<file path="config.mk">
export PLATFORM = sky130hd
export DESIGN_NAME = refcounted_slot_cache
export DESIGN_NICKNAME = d
export VERILOG_FILES = /design/src/rtl/rsc_pkg.sv /design/src/rtl/rsc_front.sv /design/src/rtl/rsc_back.sv /design/src/rtl/refcounted_slot_cache.sv
export SDC_FILE = /design/constraint.sdc
export NUM_CORES = 1
export LEC_CHECK = 0
export ABC_AREA = 1
export BUFFER_PORTS_ARGS = -buffer_cell sky130_fd_sc_hd__buf_2
export CAP_MARGIN = 25
export CORE_MARGIN = 4
export CORE_UTILIZATION = 50
export DETAILED_ROUTE_END_ITERATION = 7
export PLACE_DENSITY = 0.74
export SYNTH_ARGS = -nofsm -noshare
export SYNTH_HDL_FRONTEND = slang
export SYNTH_SLANG_ARGS = --single-unit
</file>
<file path="constraint.sdc">
create_clock -name clock -period 5.88 [get_ports clock]
set_input_delay 0.294 -clock clock [delete_from_list [all_inputs] [get_ports clock]]
set_output_delay 0.294 -clock clock [all_outputs]
set_load 0.1 [all_outputs]
</file>
<file path="src/rtl/rsc_pkg.sv">
// shared constants, status codes and types for the slot cache
package rsc_pkg;

   localparam int SLOTS      = 16;
   localparam int SLOT_BITS  = 4;
   localparam int TOP_BITS   = 5;
   localparam int COUNT_BITS = 16;
   localparam int TAG_BITS   = 32;
   localparam int CSR_BITS   = 5;

   localparam logic [2:0] ST_HIT      = 3'd0;
   localparam logic [2:0] ST_ALLOC    = 3'd1;
   localparam logic [2:0] ST_NOFREE   = 3'd2;
   localparam logic [2:0] ST_DEC      = 3'd3;
   localparam logic [2:0] ST_FREED    = 3'd4;
   localparam logic [2:0] ST_NOTFOUND = 3'd5;
   localparam logic [2:0] ST_SAT      = 3'd6;

   localparam logic FUNC_GET = 1'b0;
   localparam logic FUNC_PUT = 1'b1;

   typedef struct packed {
      logic                is_put;
      logic [TAG_BITS-1:0] tag;
   } cmd_type;

   typedef struct packed {
      logic [2:0]            status;
      logic [SLOT_BITS-1:0]  slot;
      logic [COUNT_BITS-1:0] count;
   } rsp_type;

endpackage

</file>
<file path="src/rtl/rsc_front.sv">
// request front end: two-word queue that classifies get and put requests
module rsc_front import rsc_pkg::*; (
   input  logic                clock,
   input  logic                reset,
   input  logic                req_push,
   output logic                req_full,
   input  logic                req_func,
   input  logic [TAG_BITS-1:0] req_inode_number,
   output logic                cmd_valid,
   output cmd_type             cmd,
   input  logic                cmd_pop
);

   cmd_type    entry_ff [2];
   logic       wr_ptr_ff, wr_ptr_in;
   logic       rd_ptr_ff, rd_ptr_in;
   logic [1:0] count_ff, count_in;
   logic       accept;
   logic       take;

   assign req_full  = (count_ff == 2'd2);
   assign cmd_valid = (count_ff != 2'd0);
   assign cmd       = entry_ff[rd_ptr_ff];
   assign accept    = req_push && !req_full;
   assign take      = cmd_pop && cmd_valid;

   always_comb begin
      wr_ptr_in = wr_ptr_ff ^ accept;
      rd_ptr_in = rd_ptr_ff ^ take;
      count_in  = count_ff + {1'b0, accept} - {1'b0, take};
   end

   always_ff @(posedge clock) begin
      if (reset) begin
         wr_ptr_ff <= 1'b0;
         rd_ptr_ff <= 1'b0;
         count_ff  <= 2'd0;
      end else begin
         wr_ptr_ff <= wr_ptr_in;
         rd_ptr_ff <= rd_ptr_in;
         count_ff  <= count_in;
      end
   end

   always_ff @(posedge clock) begin
      if (accept) begin
         entry_ff[wr_ptr_ff].is_put <= (req_func == FUNC_PUT);
         entry_ff[wr_ptr_ff].tag    <= req_inode_number;
      end
   end

endmodule

</file>
<file path="src/rtl/rsc_back.sv">
// back end: tag lookup, count update, free stack and result queue
module rsc_back import rsc_pkg::*; (
   input  logic                clock,
   input  logic                reset,
   input  logic                csr_we,
   input  logic [CSR_BITS-1:0] csr_wdata,
   input  logic                cmd_valid,
   input  cmd_type             cmd,
   output logic                cmd_pop,
   output logic                rsp_empty,
   input  logic                rsp_pop,
   output rsp_type             rsp
);

   typedef enum logic [1:0] {
      S_LOOK = 2'b01,
      S_UPD  = 2'b10
   } state_type;

   localparam logic [COUNT_BITS-1:0] COUNT_MAX = {COUNT_BITS{1'b1}};

   state_type             state_ff, state_in;
   logic [TAG_BITS-1:0]   slot_tag_ff   [SLOTS];
   logic [COUNT_BITS-1:0] slot_count_ff [SLOTS];
   logic [SLOTS-1:0]      slot_busy_ff;
   logic [SLOT_BITS-1:0]  free_stack_ff [SLOTS];
   logic [TOP_BITS-1:0]   free_top_ff;

   // lookup results held for the update cycle
   logic                  hit_ff;
   logic [SLOT_BITS-1:0]  idx_ff;
   cmd_type               cmd_ff;

   logic [SLOTS-1:0]      match;
   logic                  hit;
   logic [SLOT_BITS-1:0]  idx;

   rsp_type               q_ff [2];
   logic                  q_wr_ff, q_rd_ff;
   logic [1:0]            q_count_ff;
   logic                  q_push;
   logic                  q_take;
   rsp_type               res;

   logic [COUNT_BITS-1:0] cur_count;
   logic [TOP_BITS-1:0]   top_minus1;
   logic [SLOT_BITS-1:0]  free_slot;
   logic [TOP_BITS-1:0]   init_top;

   always_comb begin
      hit = 1'b0;
      idx = '0;
      for (int i = 0; i < SLOTS; i++) begin
         match[i] = slot_busy_ff[i] && (slot_tag_ff[i] == cmd.tag);
      end
      for (int i = SLOTS - 1; i >= 0; i--) begin
         if (match[i]) begin
            hit = 1'b1;
            idx = SLOT_BITS'(i);
         end
      end
   end

   assign cmd_pop  = (state_ff == S_LOOK) && cmd_valid && (q_count_ff != 2'd2);
   assign q_push   = (state_ff == S_UPD);
   assign q_take   = rsp_pop && !rsp_empty;
   assign rsp_empty = (q_count_ff == 2'd0);
   assign rsp      = q_ff[q_rd_ff];

   assign cur_count  = slot_count_ff[idx_ff];
   assign top_minus1 = free_top_ff - TOP_BITS'(1);
   assign free_slot  = free_stack_ff[top_minus1[SLOT_BITS-1:0]];
   assign init_top  = (csr_wdata > CSR_BITS'(SLOTS)) ? TOP_BITS'(SLOTS) : TOP_BITS'(csr_wdata);

   always_comb begin
      res = '0;
      if (!cmd_ff.is_put) begin
         if (hit_ff) begin
            res.slot = idx_ff;
            if (cur_count == COUNT_MAX) begin
               res.status = ST_SAT;
               res.count  = cur_count;
            end else begin
               res.status = ST_HIT;
               res.count  = cur_count + COUNT_BITS'(1);
            end
         end else if (free_top_ff == '0) begin
            res.status = ST_NOFREE;
         end else begin
            res.status = ST_ALLOC;
            res.slot   = free_slot;
            res.count  = COUNT_BITS'(1);
         end
      end else begin
         if (!hit_ff) begin
            res.status = ST_NOTFOUND;
         end else if (cur_count > COUNT_BITS'(1)) begin
            res.status = ST_DEC;
            res.slot   = idx_ff;
            res.count  = cur_count - COUNT_BITS'(1);
         end else begin
            res.status = ST_FREED;
            res.slot   = idx_ff;
         end
      end
   end

   always_comb begin
      state_in = state_ff;
      unique case (state_ff)
         S_LOOK: begin
            if (cmd_pop) begin
               state_in = S_UPD;
            end
         end
         S_UPD: begin
            state_in = S_LOOK;
         end
         default: begin
            state_in = S_LOOK;
         end
      endcase
   end

   always_ff @(posedge clock) begin
      if (reset) begin
         state_ff <= S_LOOK;
      end else begin
         state_ff <= state_in;
      end
   end

   always_ff @(posedge clock) begin
      if (cmd_pop) begin
         hit_ff <= hit;
         idx_ff <= idx;
         cmd_ff <= cmd;
      end
   end

   // slot state: reset and csr writes re-seed the free stack
   always_ff @(posedge clock) begin
      if (reset || csr_we) begin
         slot_busy_ff <= '0;
         free_top_ff  <= reset ? TOP_BITS'(SLOTS) : init_top;
         for (int i = 0; i < SLOTS; i++) begin
            free_stack_ff[i] <= SLOT_BITS'(i);
         end
      end else if (state_ff == S_UPD) begin
         unique case (res.status) inside
            ST_HIT, ST_DEC: begin
               slot_count_ff[idx_ff] <= res.count;
            end
            ST_ALLOC: begin
               slot_busy_ff[free_slot]  <= 1'b1;
               slot_tag_ff[free_slot]   <= cmd_ff.tag;
               slot_count_ff[free_slot] <= COUNT_BITS'(1);
               free_top_ff              <= free_top_ff - TOP_BITS'(1);
            end
            ST_FREED: begin
               slot_busy_ff[idx_ff]  <= 1'b0;
               slot_tag_ff[idx_ff]   <= '0;
               slot_count_ff[idx_ff] <= '0;
               if (free_top_ff < TOP_BITS'(SLOTS)) begin
                  free_stack_ff[free_top_ff[SLOT_BITS-1:0]] <= idx_ff;
                  free_top_ff <= free_top_ff + TOP_BITS'(1);
               end
            end
            default: begin
            end
         endcase
      end
   end

   // result queue, two words
   always_ff @(posedge clock) begin
      if (reset) begin
         q_wr_ff    <= 1'b0;
         q_rd_ff    <= 1'b0;
         q_count_ff <= 2'd0;
      end else begin
         q_wr_ff    <= q_wr_ff ^ q_push;
         q_rd_ff    <= q_rd_ff ^ q_take;
         q_count_ff <= q_count_ff + {1'b0, q_push} - {1'b0, q_take};
      end
   end

   always_ff @(posedge clock) begin
      if (q_push) begin
         q_ff[q_wr_ff] <= res;
      end
   end

endmodule

</file>
<file path="src/rtl/refcounted_slot_cache.sv">
// top level of the reference-counted inode slot cache
// a request word passes the front queue, then the lookup and update states
// the back end takes no new word until its lookup then update pass is done
// both sides buffer two words; a stalled result side stops requests once both fill
// reset (synchronous, active high) empties both queues and frees all 16 slots
module refcounted_slot_cache import rsc_pkg::*; (
   input  logic                  clock,
   input  logic                  reset,
   input  logic                  req_push,
   output logic                  req_full,
   input  logic                  req_func,
   input  logic [TAG_BITS-1:0]   req_inode_number,
   output logic                  rsp_empty,
   input  logic                  rsp_pop,
   output logic [2:0]            rsp_status,
   output logic [SLOT_BITS-1:0]  rsp_slot_index,
   output logic [COUNT_BITS-1:0] rsp_ref_count,
   input  logic                  csr_we,
   input  logic [CSR_BITS-1:0]   csr_wdata
);

   logic    cmd_valid;
   logic    cmd_pop;
   cmd_type cmd;
   rsp_type rsp;

   rsc_front u_front (
      .clock            (clock),
      .reset            (reset),
      .req_push         (req_push),
      .req_full         (req_full),
      .req_func         (req_func),
      .req_inode_number (req_inode_number),
      .cmd_valid        (cmd_valid),
      .cmd              (cmd),
      .cmd_pop          (cmd_pop)
   );

   rsc_back u_back (
      .clock     (clock),
      .reset     (reset),
      .csr_we    (csr_we),
      .csr_wdata (csr_wdata),
      .cmd_valid (cmd_valid),
      .cmd       (cmd),
      .cmd_pop   (cmd_pop),
      .rsp_empty (rsp_empty),
      .rsp_pop   (rsp_pop),
      .rsp       (rsp)
   );

   assign rsp_status     = rsp.status;
   assign rsp_slot_index = rsp.slot;
   assign rsp_ref_count  = rsp.count;

endmodule
</file>
==> run summary <==
Status: completed
Min-delay src: csr_wdata[0]
Row Count: 108
Hold Path Sink: u_back.free_top_ff[0]
CTS sink count: 1013
Worst-path clk slew: 0.06 ns
CTS tree: built
PD cells: 483 mW/mm2
XOR/XNOR Fraction of Synth Area: 4.22%
Most used cell, CP: nand2_1
CP max stage cell: nor2_4
Synth Instances: 3719
Num CTS Buffers: 103
Worst reg-to-reg setup slack: 0.52 ns
All-layer global routing usage: 27.0%
Internal: 14.9 mW
Core area: 0.0868 mm2
Via count: 30.9k
Leak Pwr: 18.2 nW
Max VDD drop: 0.000349 V
Final Hold Viols: 0
Chip height: 304 um
EDFF count, synth: 987
WL/cell: 24.7 um
Clock root cell: clkbuf_16
Die ar.: 0.0923 mm2
Final Cell Area: 0.0499 mm2
Synthesized area per cell: 11.8 um2
Average vias per placed instance: 5.97
Vias in the first global route: 28.9k
Area of the multi-input gates: 0.0121 mm2
FFs w/ async S/R, synth: 0%
Largest stage delay, worst path: 0.84 ns
Nets: 3995
Library cells used by synthesis: 51
Post-CTS sizing: 0
Worst-path fanout max: 40
Most common cell after layout, fill and taps aside: edfxtp_1
Fmax: 187 MHz
Routed wire length: 128000 um
Share of cells above drive strength 1: 11.5%
DRT antenna net count: 0
Mux cell area share after synthesis: 0.183%
Compound-Gate Fraction of Synth Area: 8.13%
Starting Density: 50.4%
Reg2Reg Depth: 18
Die width: 304 um
Worst Path Required: 6.16 ns
Worst Setup End Kind: register
Slew HR: 25.1%
Worst R2R Start: u_back.idx_ff[0]
H-tree depth: 3
Reg2reg end: u_back.slot_tag_ff[8][26]
Initial antenna violation count: 4
Area grow syn2layout: 14.1%
Initial DRC Count: 4669
YS warnings: 0
Post-synthesis sequential area ratio: 68.9%
Switching Share: 38.2%
Most frequent cells in the layout: edfxtp_1 (987), nand2_1 (897), nor2_1 (314), inv_1 (269), o21ai_0 (169)
Period Utilization, post-route: 91.2%
Top_reg_cell synth: edfxtp_1
Crit Path Class: register to register
Crit start category: register
Syn Std Cell Area: 0.0437 mm2
Clk pwr share: 26.6%
Cell Area, Placed: 0.0462 mm2
Dpl hpwl: 82700 um
Fin Hold WS: 0.0149 ns
Logic pwr share: 34.2%
RSZ-0062 raised after global routing: no
Flop pwr share: 39.2%
Critical Path AT: 5.64 ns
HP Class: input port to register
Register bit total from synthesis: 1013
Hold path depth: 3
Post-synthesis adder-cell area fraction: 0.458%
Clock skew: 0.0445 ns
Worst-Margin Slew: 1.12 ns
Cell Chain, Critical Path: nand2_2 -> inv_2 -> a22oi_1 -> nand2_1 -> nand2_1 -> nand4_1 -> inv_1 -> ha_1 -> nand2_1 -> nor2_2 -> nand2_1 -> nand2_1 -> nand2_1 -> nor3_4 -> nand2_4 -> o21ai_2 -> nand3_1 -> nor2_4
Main combinational cell family by area after synthesis: simple AND/OR/NAND/NOR gates
Min cycle time layout: 5.36 ns
GR Overflow Total: 0
Syn nets: 3778
Final count of negative-setup-slack endpoints: 0
Register Area: 0.0302 mm2
Post-Synth Simple-Gate Area: 14.3%
NetSw: 9.20 mW
DRC: 0
Post-route setup TNS: 0 ns
Total I/O pin count: 68
Pins Over Slew Limit: 0
Fin util: 57.5%
Number of iterations in the first detailed-routing pass: 8
Fill cells: 6819
Clock latency on the worst-skew pair: 0.69 ns
Power Total: 24.1 mW
GPL Wtd Cong: 0.959
Max Cap Violations: 0
First-pass GRT wire length: 187000 um
Clock Path Buffers: 3
I/O Buffers: 67
Largest net degree at the start of global routing: 42
==> worst max path at each step <==
stage,depth (start not counted),start,endpoint
floorplan,24,u_back.idx_ff[1],u_back.slot_tag_ff[12][0]
global placement,20,u_back.idx_ff[0],u_back.slot_tag_ff[9][6]
detailed placement,20,u_back.idx_ff[0],u_back.slot_tag_ff[9][10]
CTS,20,u_back.idx_ff[0],u_back.slot_tag_ff[9][16]
global route,18,u_back.idx_ff[0],u_back.slot_tag_ff[8][16]
finish,18,u_back.idx_ff[0],u_back.slot_tag_ff[8][26]
==> cell usage after synthesis (14+ instances only) <==
cell      count  share of area [%]
a221oi_1     25               0.50
dfxtp_1      26                1.2
edfxtp_1    987                 68
a211oi_1     17               0.29
buf_1        14               0.12
o21ai_0     169                1.9
o22ai_1      68               0.97
nand2_1     899                7.7
nor3_1       22               0.25
xnor2_1     132                2.6
buf_2        46               0.53
a21oi_1      39               0.45
a22o_1       24               0.48
a22oi_1     136                2.3
nor2_1      340                2.9
inv_1       269                2.3
clkbuf_1     64               0.55
xor2_1       79                1.6
o211ai_1     17               0.29
nand3_1     112                1.3
nand4_1      36               0.51
ha_1         16               0.46
or2_2        41               0.59
nor4_1       33               0.47
==> registers in the layout (all words and copies together) (netlist names), 2 cells and up <==
name,flops
u_back.free_stack_ff,64
u_back.free_top_ff,5
u_back.q_ff,46
u_front.entry_ff,66
u_front.count_ff,2
u_back.slot_tag_ff,512
u_back.cmd_ff,33
u_back.state_ff,2
u_back.slot_busy_ff,16
u_back.idx_ff,4
u_back.slot_count_ff,256
u_back.q_count_ff,2
==> critical path, delay by kind of cell, from the launching register on <==
family | cells | cell delay, ns
simple gates | 13 | 2.97
flops | 1 | 0.56
fa+ha+maj | 1 | 0.21
buf+inv | 2 | 0.57
compound gates | 2 | 0.63
==> metal layers <==
metal	global-route usage, %	wire length [um]	vias up
met5	0	35	-
met4	10.2	5310	6
met3	6.44	16700	356
met2	41.6	57500	2067
met1	37.6	48500	14900
li1	-	-	13600
==> layout make-up <==
| type | count | area share, % |
|---|---|---|
| antenna | 3 | 0.0150 |
| clock buffer | 135 | 5.57 |
| clock inverter | 56 | 1.01 |
| inverter | 284 | 2.14 |
| multi-input combinational | 2291 | 24.2 |
| sequential | 1013 | 60.4 |
| tap | 1155 | 2.90 |
| timing repair buffer | 243 | 3.70 |
==> what timing repair did <==
item,CTS,global route
buffers inserted,0,0
hold endpoints to repair,69,0
hold buffers,35,0
==> power groups by stage <==
stage | Clock (mW) | Sequential, mW | Combinational [mW]
after floorplan | 0 | 9.56 | 4.58
after global placement | 0 | 9.60 | 7.80
after detailed placement | 0 | 9.61 | 7.93
after CTS | 6.45 | 9.46 | 7.99
after global routing | 6.77 | 9.48 | 8.66
final | 6.42 | 9.46 | 8.24
==> kinds of logic after synthesis <==
kind of cell / count (synthesis)
AO/OA/AOI/OAI: 541
XOR/XNOR: 211
adder cells (fa/ha/maj): 16
buffers and inverters: 415
flip-flops: 1013
multiplexers: 8
AND/OR/NAND/NOR: 1515
==> through the flow <==
stage / cells / setup slack (ns)
finish: 5180 / 0.520
global route: 5177 / 0.127
CTS: 5173 / 0.594
detailed placement: 4947 / 0.636
global placement: 4945 / 0.807
floorplan: 3719 / 0.0690
No activity file was read; power rests on OpenSTA's default activity.
